**src/design/rqid_pkg.sv**
```systemverilog
// Shared types and constants for the request id pool allocator.
`timescale 1ns / 1ps
package rqid_pkg;

	// Widths fixed by the item fields and the pool size register
	localparam int unsigned ID_W   = 6;
	localparam int unsigned SIZE_W = 7;

	// Pool size after reset
	localparam logic [SIZE_W-1:0] POOL_SIZE_RST = 7'd64;

	// Request kinds
	localparam logic ACT_ALLOC = 1'b0;
	localparam logic ACT_FREE  = 1'b1;

	// Result status codes
	localparam logic [1:0] ST_OK         = 2'd0;
	localparam logic [1:0] ST_EMPTY      = 2'd1;
	localparam logic [1:0] ST_NOT_IN_USE = 2'd2;

	// Input item
	typedef struct packed {
		logic            action;
		logic [ID_W-1:0] req_id;
	} req_t;

	// Result item
	typedef struct packed {
		logic [ID_W-1:0] granted_id;
		logic [1:0]      status;
	} rsp_t;

	// Controller states
	typedef enum logic [1:0] {
		S_IDLE,
		S_EXEC,
		S_RESP
	} state_t;

	// Commands from the controller to the datapath
	typedef struct packed {
		logic capture;
		logic exec;
	} cmd_t;

endpackage

```
**src/design/request_id_pool_allocator_top.sv**
```systemverilog
// Top level of the request id pool allocator.
//
// Hands out request ids from a pool in first-freed, first-reused order.
// Input channel (in_valid/in_ready/in_data): one item is an allocate or a free
// of req_id. Output channel (out_valid/out_ready/out_data): exactly one result
// item per input item, with the granted id and a status code.
// Configuration: a write of cfg_wdata with cfg_we sets the pool size and resets
// the pool to all ids free, ids 0 up to size-1 queued in ascending order.
// Each item passes through capture, an execute step behind the registered read
// of the free queue memory, and the result hold, in which the result is valid.
// One item is in flight at a time.
// Reset brings the pool to 64 ids (saturated at POOL_DEPTH), all free; no
// clearing pass is needed. While the receiver holds out_ready low the result
// stays unchanged and no new item is accepted.
`timescale 1ns / 1ps
module request_id_pool_allocator_top
	import rqid_pkg::*;
#(
	parameter int unsigned POOL_DEPTH = 64
) (
	input  logic              clk,
	input  logic              arst_n,
	input  logic              in_valid,
	output logic              in_ready,
	input  req_t              in_data,
	output logic              out_valid,
	input  logic              out_ready,
	output rsp_t              out_data,
	input  logic              cfg_we,
	input  logic [SIZE_W-1:0] cfg_wdata
);

	cmd_t cmd;

	// Sequencing of each item.
	rqid_ctrl u_ctrl (
		.clk       (clk),
		.arst_n    (arst_n),
		.in_valid  (in_valid),
		.in_ready  (in_ready),
		.out_valid (out_valid),
		.out_ready (out_ready),
		.cmd       (cmd)
	);

	// Pool storage and decisions.
	rqid_dp #(
		.POOL_DEPTH (POOL_DEPTH)
	) u_dp (
		.clk       (clk),
		.arst_n    (arst_n),
		.cmd       (cmd),
		.in_data   (in_data),
		.cfg_we    (cfg_we),
		.cfg_wdata (cfg_wdata),
		.out_data  (out_data)
	);

`ifndef SYNTH
	// The block never offers a result while it can take a new item.
	assert property (@(posedge clk) disable iff (!arst_n) !(out_valid && in_ready))
		else $error("result offered while accepting items");

	// An accepted item yields its result once it has passed the execute state.
	assert property (@(posedge clk) disable iff (!arst_n)
		(in_valid && in_ready) |-> ##2 out_valid)
		else $error("result missing two cycles after accept");

	// Status is always one of the defined codes.
	assert property (@(posedge clk) disable iff (!arst_n)
		out_valid |-> (out_data.status == ST_OK || out_data.status == ST_EMPTY
			|| out_data.status == ST_NOT_IN_USE))
		else $error("undefined status code");

	// Only a successful allocate returns a non-zero id.
	assert property (@(posedge clk) disable iff (!arst_n)
		(out_valid && out_data.status != ST_OK) |-> (out_data.granted_id == '0))
		else $error("granted id set on failed request");
`endif

endmodule

```
**src/design/rqid_ctrl.sv**
```systemverilog
// Controller state machine for the request id pool allocator.
`timescale 1ns / 1ps
module rqid_ctrl
	import rqid_pkg::*;
(
	input  logic clk,
	input  logic arst_n,
	input  logic in_valid,
	output logic in_ready,
	output logic out_valid,
	input  logic out_ready,
	output cmd_t cmd
);

	state_t state_q;
	state_t state_nxt;

	// State register.
	always_ff @(posedge clk or negedge arst_n) begin
		if (!arst_n) begin
			state_q <= S_IDLE;
		end else begin
			state_q <= state_nxt;
		end
	end

	// Next state: capture an item, execute it against the pool, hold the result.
	always_comb begin
		state_nxt = state_q;
		unique case (state_q)
			S_IDLE: begin
				if (in_valid) begin
					state_nxt = S_EXEC;
				end
			end
			S_EXEC: begin
				state_nxt = S_RESP;
			end
			S_RESP: begin
				if (out_ready) begin
					state_nxt = S_IDLE;
				end
			end
			default: begin
				state_nxt = S_IDLE;
			end
		endcase
	end

	// Handshake and datapath commands.
	always_comb begin
		in_ready    = 1'b0;
		out_valid   = 1'b0;
		cmd.capture = 1'b0;
		cmd.exec    = 1'b0;
		unique case (state_q)
			S_IDLE: begin
				in_ready    = 1'b1;
				cmd.capture = in_valid;
			end
			S_EXEC: begin
				cmd.exec = 1'b1;
			end
			S_RESP: begin
				out_valid = 1'b1;
			end
			default: begin
				in_ready = 1'b0;
			end
		endcase
	end

endmodule

```
**src/design/rqid_dp.sv**
```systemverilog
// Datapath for the request id pool allocator: free id queue, pointers and in-use map.
`timescale 1ns / 1ps
module rqid_dp
	import rqid_pkg::*;
#(
	parameter int unsigned POOL_DEPTH = 64
) (
	input  logic                clk,
	input  logic                arst_n,
	input  cmd_t                cmd,
	input  req_t                in_data,
	input  logic                cfg_we,
	input  logic [SIZE_W-1:0]   cfg_wdata,
	output rsp_t                out_data
);

	localparam int unsigned IW = $clog2(POOL_DEPTH);
	localparam int unsigned CW = $clog2(POOL_DEPTH + 1);
	localparam int unsigned SW = (CW > SIZE_W) ? CW : SIZE_W;
	localparam int unsigned XW = ((IW > ID_W) ? IW : ID_W) + 1;
	localparam int unsigned RST_EFF = (64 > POOL_DEPTH) ? POOL_DEPTH : 64;
	localparam int unsigned RST_TAIL = RST_EFF % POOL_DEPTH;

	// Free id queue storage; for entries not yet written since the last init the grant uses their index.
	logic [IW-1:0] queue_mem [POOL_DEPTH];
	logic [IW-1:0] rd_q;

	logic [IW-1:0]         head_q;
	logic [IW-1:0]         tail_q;
	logic [IW-1:0]         tail0_q;
	logic [CW-1:0]         count_q;
	logic [CW-1:0]         fill_q;
	logic [POOL_DEPTH-1:0] in_use_q;
	req_t                  req_q;
	rsp_t                  rsp_q;

	logic [CW-1:0] cfg_eff;
	logic [IW-1:0] cfg_tail;
	logic [IW-1:0] head_diff;
	logic          head_written;
	logic [IW-1:0] grant;
	logic [XW-1:0] id_x;
	logic [IW-1:0] id_idx;
	logic          id_oor;
	logic          alloc_ok;
	logic          free_ok;
	logic [IW-1:0] head_inc;
	logic [IW-1:0] tail_inc;

	// Effective pool size on a register write: saturate at the depth.
	// The compare runs at the wider of the two widths so no size bits are lost.
	always_comb begin
		if (SW'(cfg_wdata) > SW'(POOL_DEPTH)) begin
			cfg_eff = CW'(POOL_DEPTH);
		end else begin
			cfg_eff = CW'(cfg_wdata);
		end
		if (cfg_eff == CW'(POOL_DEPTH)) begin
			cfg_tail = '0;
		end else begin
			cfg_tail = cfg_eff[IW-1:0];
		end
	end

	// Whether the head slot has been written since init: its distance from the initial tail.
	always_comb begin
		if (head_q >= tail0_q) begin
			head_diff = head_q - tail0_q;
		end else begin
			head_diff = IW'(CW'(head_q) + CW'(POOL_DEPTH) - CW'(tail0_q));
		end
		head_written = CW'(head_diff) < fill_q;
		grant        = head_written ? rd_q : head_q;
	end

	// Decision for the captured item.
	always_comb begin
		id_x     = XW'(req_q.req_id);
		id_oor   = id_x >= XW'(POOL_DEPTH);
		id_idx   = id_x[IW-1:0];
		alloc_ok = (req_q.action == ACT_ALLOC) && (count_q != '0);
		free_ok  = (req_q.action == ACT_FREE) && !id_oor && in_use_q[id_idx]
			&& (count_q != CW'(POOL_DEPTH));
		head_inc = (head_q == IW'(POOL_DEPTH - 1)) ? '0 : head_q + 1'b1;
		tail_inc = (tail_q == IW'(POOL_DEPTH - 1)) ? '0 : tail_q + 1'b1;
	end

	// Queue storage: registered read at the head, write at the tail on a successful free.
	always_ff @(posedge clk) begin
		rd_q <= queue_mem[head_q];
		if (cmd.exec && free_ok) begin
			queue_mem[tail_q] <= id_idx;
		end
	end

	// Pool state: reinitialised on reset and on a pool size write.
	always_ff @(posedge clk or negedge arst_n) begin
		if (!arst_n) begin
			head_q   <= '0;
			tail_q   <= IW'(RST_TAIL);
			tail0_q  <= IW'(RST_TAIL);
			count_q  <= CW'(RST_EFF);
			fill_q   <= '0;
			in_use_q <= '0;
		end else if (cfg_we) begin
			head_q   <= '0;
			tail_q   <= cfg_tail;
			tail0_q  <= cfg_tail;
			count_q  <= cfg_eff;
			fill_q   <= '0;
			in_use_q <= '0;
		end else if (cmd.exec) begin
			if (alloc_ok) begin
				head_q          <= head_inc;
				count_q         <= count_q - 1'b1;
				in_use_q[grant] <= 1'b1;
			end else if (free_ok) begin
				tail_q           <= tail_inc;
				count_q          <= count_q + 1'b1;
				in_use_q[id_idx] <= 1'b0;
				if (fill_q != CW'(POOL_DEPTH)) begin
					fill_q <= fill_q + 1'b1;
				end
			end
		end
	end

	// Captured item and result register.
	always_ff @(posedge clk) begin
		if (cmd.capture) begin
			req_q <= in_data;
		end
		if (cmd.exec) begin
			rsp_q.granted_id <= alloc_ok ? ID_W'(grant) : '0;
			if (req_q.action == ACT_ALLOC) begin
				rsp_q.status <= alloc_ok ? ST_OK : ST_EMPTY;
			end else begin
				rsp_q.status <= free_ok ? ST_OK : ST_NOT_IN_USE;
			end
		end
	end

	assign out_data = rsp_q;

endmodule
```
**config.mk**
```make
export PLATFORM = sky130hd
export DESIGN_NAME = request_id_pool_allocator_top
export DESIGN_NICKNAME = d
export VERILOG_FILES = /design/src/design/rqid_pkg.sv /design/src/design/request_id_pool_allocator_top.sv /design/src/design/rqid_ctrl.sv /design/src/design/rqid_dp.sv
export SDC_FILE = /design/constraint.sdc
export NUM_CORES = 1
export LEC_CHECK = 0
export ABC_AREA = 1
export BUFFER_PORTS_ARGS = -buffer_cell sky130_fd_sc_hd__buf_2
export CORE_UTILIZATION = 40
export CTS_BUF_LIST = sky130_fd_sc_hd__clkbuf_4 sky130_fd_sc_hd__clkbuf_8 sky130_fd_sc_hd__clkbuf_16
export DETAILED_ROUTE_END_ITERATION = 8
export PLACE_DENSITY = 0.56
export SYNTH_ARGS = -nofsm -noshare
export SYNTH_HDL_FRONTEND = slang
export SYNTH_SLANG_ARGS = --single-unit
```
**constraint.sdc**
```tcl
create_clock -name clk -period 9.15 [get_ports clk]
set_clock_uncertainty 0.1 [all_clocks]
set_input_delay 0.915 -clock clk [delete_from_list [all_inputs] [get_ports clk]]
set_output_delay 0.915 -clock clk [all_outputs]
set_load 0.02 [all_outputs]
```
# --- After elaboration in Yosys (flattened, before gate mapping) ---
# Memories as Yosys holds them, arrays and structs flattened. A register that Yosys moved wholly into a read port is not among the register bits.
# Index checks and enable logic that the tools add are counted.
op_classes:
  n_mux: 44
  n_bitwise: 4
  n_lt_le_gt_ge: 7
  reduce_logical: 18
  addsub: 8
  eq_ne: 10
op_table:
  columns: ["op", "n"]
  rows:
  - ["$mux 64", 4]
  - ["$mux 6", 12]
  - ["$mux 7", 10]
  - ["$and 64x64->64", 1]
  - ["$not 64->64", 1]
  - ["$or 64x64->64", 1]
  - ["$add 6x1->6 const B", 3]
  - ["$add 7x1->7 const B", 2]
  - ["$lt 6x7->1 const B", 2]
  - ["$ne 7x7->1 const B", 2]
  - ["$demux 1 s6", 2]
  - ["$eq 6x6->1 const B", 2]
  - ["$ge 6x1->1 const B", 2]
  - ["$sub 6x6->6", 2]
  - ["$mux 1", 10]
  - ["$mux 2", 4]
  - ["$reduce_bool 2->1", 4]
  - ["$eq 7x7->1 const B", 1]
  - ["$gt 7x7->1 const B", 1]
  - ["$lt 6x7->1", 1]
  - ["$reduce_bool 7->1", 1]
  - ["$sub 7x1->7 const B", 1]
  - ["$bmux 1 s6", 1]
  - ["$ge 6x6->1", 1]
  - ["11 further kinds", 20]
word_totals:
  inputBits: 19
  register_bits: 113
  n_memories: 1
  output_inout_bits: 10
  ram_bits: 384
memory_table:
  columns: ["name", "depth", "width", "rd", "rd_ports_with_merged_regs", "write_ports", "line", "text"]
  rows:
  - ["u_dp.queue_mem", 64, 6, 1, 1, 1, "rqid_dp.sv:25", "logic [IW-1:0] queue_mem [POOL_DEPTH];"]

# --- Depth between registers and ports, before layout ---
logic_depth:
  ltp_word: 13
  mapped_depth: 26
  depth_no_buf: 24

# --- Cells and area by module ---
# From an unflattened synthesis, not the netlist that was laid out.
hier_totals:
  cells_unflattened: 2467
  area_unflattened_um2: 24003.0
modules_own_cells:
  columns: ["mod", "n_inst", "cells_each", "area_each_um2", "seq_area_each_um2"]
  rows:
  - ["rqid_dp", 1, 2454, 23902.9, 14505.2]
  - ["rqid_ctrl", 1, 13, 100.1, 50.0]

# --- Worst setup path before layout ---
# OpenSTA, ideal clock, no wires.
synth_timing:
  path_type: "register to register"
  start: "register u_dp.head_q[0]"
  end: "register u_dp.in_use_q[42]"
  setup_slack_ps: 5331
  arrival_ps: 3654
  stages_incl_launch_ff: 25
  period_less_slack_ps: 3819
  required_ps: 8985
  setup_time_ps: 65
  path_cell_list: "dfrtp_1 clkinv_1 clkbuf_1 clkbuf_1 ha_1 inv_1 fa_1 a21oi_1 o21ai_0 xor2_1 ha_1 nand2_1 nor3_1 nand2_1 nand2_1 nand2_1 nand2_2 inv_1 nor2_2 nand2_1 nand2_1 nand2_1 nand2_1 nand3_1 nand2_1"
synth_between:
  elab_chain_len: 13
  word_cells_on_any_way: 16
  classes_between: "add/sub (3); order compare (4); mux (7); bitwise (1); reduce/logical (1)"
synth_lines:
  columns: ["element", "line", "text"]
  rows:
  - ["start: declaration", "rqid_dp.sv:28", "logic [IW-1:0] head_q;"]
  - ["start signal: assignment", "rqid_dp.sv:114", "head_q <= head_inc;"]
  - ["$add 6x1->6", "rqid_dp.sv:70", "head_diff = IW'(CW'(head_q) + CW'(POOL_DEPTH) - CW'(tail0_q));"]
  - ["$sub 6x6->6", "rqid_dp.sv:70", null]
  - ["$mux 6", "rqid_dp.sv:67", "if (head_q >= tail0_q) begin"]
  - ["$lt 6x7->1", "rqid_dp.sv:72", "head_written = CW'(head_diff) < fill_q;"]
  - ["$mux 6 *", "rqid_dp.sv:73", "grant = head_written ? rd_q : head_q;"]
  - ["$lt 6x7->1 (implied by the code) / $ge 6x1->1 (equally long branches)", "rqid_dp.sv:116", "in_use_q[grant] <= 1'b1;"]
  - ["$logic_and 1x1->1 (implied by the code)", "rqid_dp.sv:116", null]
  - ["$mux 1 (implied by the code)", "rqid_dp.sv:116", null]
  - ["$demux 1 s6 *", null, null]
  - ["$or 64x64->64 (no source line) *", null, null]
  - ["$mux 64 *", "rqid_dp.sv:113", "if (alloc_ok) begin"]
  - ["$mux 64 *", "rqid_dp.sv:112", "end else if (cmd.exec) begin"]
  - ["$mux 64 *", "rqid_dp.sv:105", "end else if (cfg_we) begin"]
  - ["end signal: assignment", "rqid_dp.sv:104", "in_use_q <= '0;"]
  - ["end signal: assignment", "rqid_dp.sv:111", "in_use_q <= '0;"]
  - ["end signal: indexed assignment", "rqid_dp.sv:116", null]
  - ["end: declaration", "rqid_dp.sv:33", "logic [POOL_DEPTH-1:0] in_use_q;"]
# Every way passes the cells marked *; elsewhere a longest branch is shown, timed or not. The select of a mux whose other input is x is not followed.
# A chain may end at the register's enable or synchronous reset.

# --- Worst setup path in the final report ---
layout_timing:
  start: "register u_dp.head_q[0]"
  end: "register u_dp.in_use_q[26]"
# Same word-level chain as after synthesis.

==> run summary <==
status: completed
met1 global-route usage: 31.3%
Int Power: 4.42 mW
Fin. Hold Viols: 0
cell mode on critical path: nand2_1
worst hold path type: in -> async
Tightest Pin Transition: 1.31 ns
Fill cells: 5464
Final Cycle Share: 57.6%
via count: 17800
DIE AREA: 60200 um^2
Layout Nets: 2463
Final Max Slew Viols: 0
pwr/cell area: 260 nW/um^2
Synth Area in XOR/XNOR: 0.259%
GR met2 Demand/Resource: 34.2%
MaxCap Viol Count: 0
mux share of post-synthesis cell area: 0%
placed cell area: 24300 um^2
gr ovfl total: 0
DP Wirelength: 38500 um
Seq/Total Area, Yosys: 61.5%
post-DR vias/cell: 5.50
TritonRoute pass-1 iters: 6
CTS clk-pin slew, worst paths: 0.06 ns
post-synthesis compound-gate area fraction: 11.6%
CTS root buf: clkbuf_16
RSZ-0062 raised after global routing: no
largest net degree at the start of global routing: 111
maximum vdd drop: 0.178 mV
Pleak: 10.2 nW
Area Growth Syn to Fin: 10.2%
fmax: 190 MHz
routability cong.: 0.861
Place WS: 3.95 ns
Crit-path slowest cell: dfrtp_4
Worst Path Arrival: 5.72 ns
Mapped Nets: 2492
part of the power in registers: 40.2%
antenna violations before repair: 0
Gate power share: 26.6%
clock share of power: 33.2%
hold_buf cts: 0
Period minus WS final: 5.27 ns
WP data required: 9.60 ns
Final WS setup: 3.88 ns
Syn Inst Count: 2452
CP Max Fanout: 87
CTS tree: built
CP peak stage delay: 0.77 ns
initial core utilization: 40.7%
row count: 88
Cell variety after synth: 45
CTS buffer count: 54
CTS max path bufs: 3
WL final: 65800 um
Post-CTS Setup Inserts: 0
largest family of logic cells by synthesized area: simple AND/OR/NAND/NOR gates
vias in the first global route: 16800
cell chain of the critical path: inv_4 -> ha_1 -> inv_1 -> fa_1 -> a21oi_1 -> o21ai_0 -> xor2_1 -> ha_1 -> nand2_1 -> nor3_1 -> nand2_1 -> nand2_1 -> nand2_1 -> nand2_1 -> nand2_1 -> nor2_1 -> nand2_1 -> nand2_1 -> nand2_1 -> nand2_1 -> nand3_1 -> nand2_1
Die W: 245 um
sw power: 2.38 mW
Synth Area in Adders: 1.17%
DR DRC count: 0
syn avg cell area: 9.66 um^2
Clock Sinks: 503
fraction of layout cells with a size suffix above 1: 8.04%
Sw Ratio: 35.0%
critical path startpoint category: flop
first-pass GRT wire length: 101000 um
Antenna Cells: 0
setup violators final: 0
GRT Util Overall: 21.9%
worst skew pair latency: 0.61 ns
CP Class: reg -> reg
FF-to-FF Start: u_dp.head_q[0]$_DFFE_PN0P_
H-tree Lvls: 2
Critical Path Sink Type: flop
PortBufs: 28
WP buf/inv: 2
CP startpoint: u_dp.head_q[0]$_DFFE_PN0P_
global route hottest layer: met2
Core Util, Final: 44.9%
number of I/O pins: 29
Mapped Area: 23700 um^2
Post-Synth Simple-Gate Area: 20.5%
Relative slew margins: 12.5%
Iter 0 DRT Violations: 1788
register bit count reported by yosys: 503
WL/cell: 20.4 um
crit-path leading delay family: simple AND/OR/NAND/NOR gates
post-route setup TNS: 0 ns
post-cts sizing count: 0
synth top area cells: edfxtp_1 (51%), nand2_1 (11%), dfrtp_1 (10%)
synth warn: 0
die height: 245 um
area share of the largest cell type after synthesis: 50.6%
met3 usage: 3.01%
Core Region: 58100 um^2
Design Area, Final: 26100 um^2
top cell type by total area after synthesis: edfxtp_1
final antenna-violating net count: 0
## cells in the mapped netlist, drive strengths merged
master and count:
a31o 1, o211ai 53, nor3 20, dfrtp 97, nand4 4, or2 1
nor3b 2, nor4 4, dfxtp 6, o221ai 51, nor2 320, o22ai 38
a21o 1, inv 133, clkbuf 90, edfxtp 399, o31ai 2, buf 46
dfstp 1, o21ai 241, nand3 148, nand2 673, nand3b 5, xor2 7
clkinv 5, a21oi 83, fa 2, ha 19
## state kept, by name, summed over array words and instances (netlist names)
name            flops
u_dp.req_q          1
u_ctrl.state_q      2
u_dp.head_q         6
u_dp.out_data       8
u_dp.id_idx         6
u_dp.tail0_q        6
u_dp.tail_q         6
u_dp.queue_mem    384
u_dp.in_use_q      64
u_dp.rd_q           6
u_dp.fill_q         7
u_dp.count_q        7
## layout by cell type (no fill, tap or decap), types with 5 or more instances in the layout
cell and count:
edfxtp_1 399, o221ai_1 51, inv_2 10, dfrtp_1 94
o21ai_1 7, clkbuf_4 15, dfxtp_1 6, nand2_1 667
buf_2 27, o21ai_0 234, o211ai_1 53, clkinv_1 9
inv_1 120, nand3b_1 5, ha_1 19, a21oi_1 82
nor2_2 16, nand3_1 146, buf_4 24, nor2_1 301
nor3_4 5, clkbuf_16 55, clkinv_2 11, xor2_1 7
bufinv_16 7, o22ai_1 38, nor3_1 12
## logic make-up after synthesis
kind of cell,count (synthesis)
flops,503
simple gates,1177
buf+inv,274
xor+xnor,7
fa+ha+maj,21
compound gates,470
## worst paths after layout
check	slack, ns	endpoint	depth (start not counted)
max	3.88	u_dp.in_use_q[26]$_DFFE_PN0P_	22
min	0.15	u_dp.fill_q[5]$_DFFE_PN0P_	1
max reg2reg	3.88	u_dp.in_use_q[26]$_DFFE_PN0P_	22
min reg2reg	0.38	u_dp.in_use_q[63]$_DFFE_PN0P_	2
max in group asynchronous	7.42	u_dp.in_use_q[39]$_DFFE_PN0P_	2
min in group clk	0.38	u_dp.id_idx[3]$_DFFE_PP_	1
## metal layers
| metal | up-vias | routed length, um |
|---|---|---|
| li1 | 8401 | - |
| met1 | 8638 | 29500 |
| met2 | 625 | 30100 |
| met3 | 98 | 4390 |
| met4 | 0 | 1800 |
| met5 | - | 0 |
## final cells by class
type	instances	area, um^2	area share, %
multi-input cells	1675	7930	30.4
well taps	765	957	3.67
repair buffers	51	315	1.21
clock buffers	70	1490	5.70
inverters	138	531	2.03
clock inverters	26	320	1.23
flip-flops and latches	503	14600	55.8
## metrics by stage
step	total power, mW	cells	hold slack [ns]
after floorplan	3.97	2452	0.349
after global placement	4.56	3132	0.362
after detailed placement	4.57	3132	0.365
after CTS	6.83	3228	0.137
after global routing	7.12	3228	0.172
final	6.80	3228	0.146
## power groups by stage
stage,Clock [mW],Combinational (mW),Sequential (mW)
floorplan,0,1.19,2.78
global placement,0,1.78,2.77
detailed placement,0,1.80,2.77
CTS,2.29,1.80,2.73
global route,2.38,2.00,2.74
finish,2.26,1.81,2.73
Note: power is estimated with default switching activity, not from simulation.
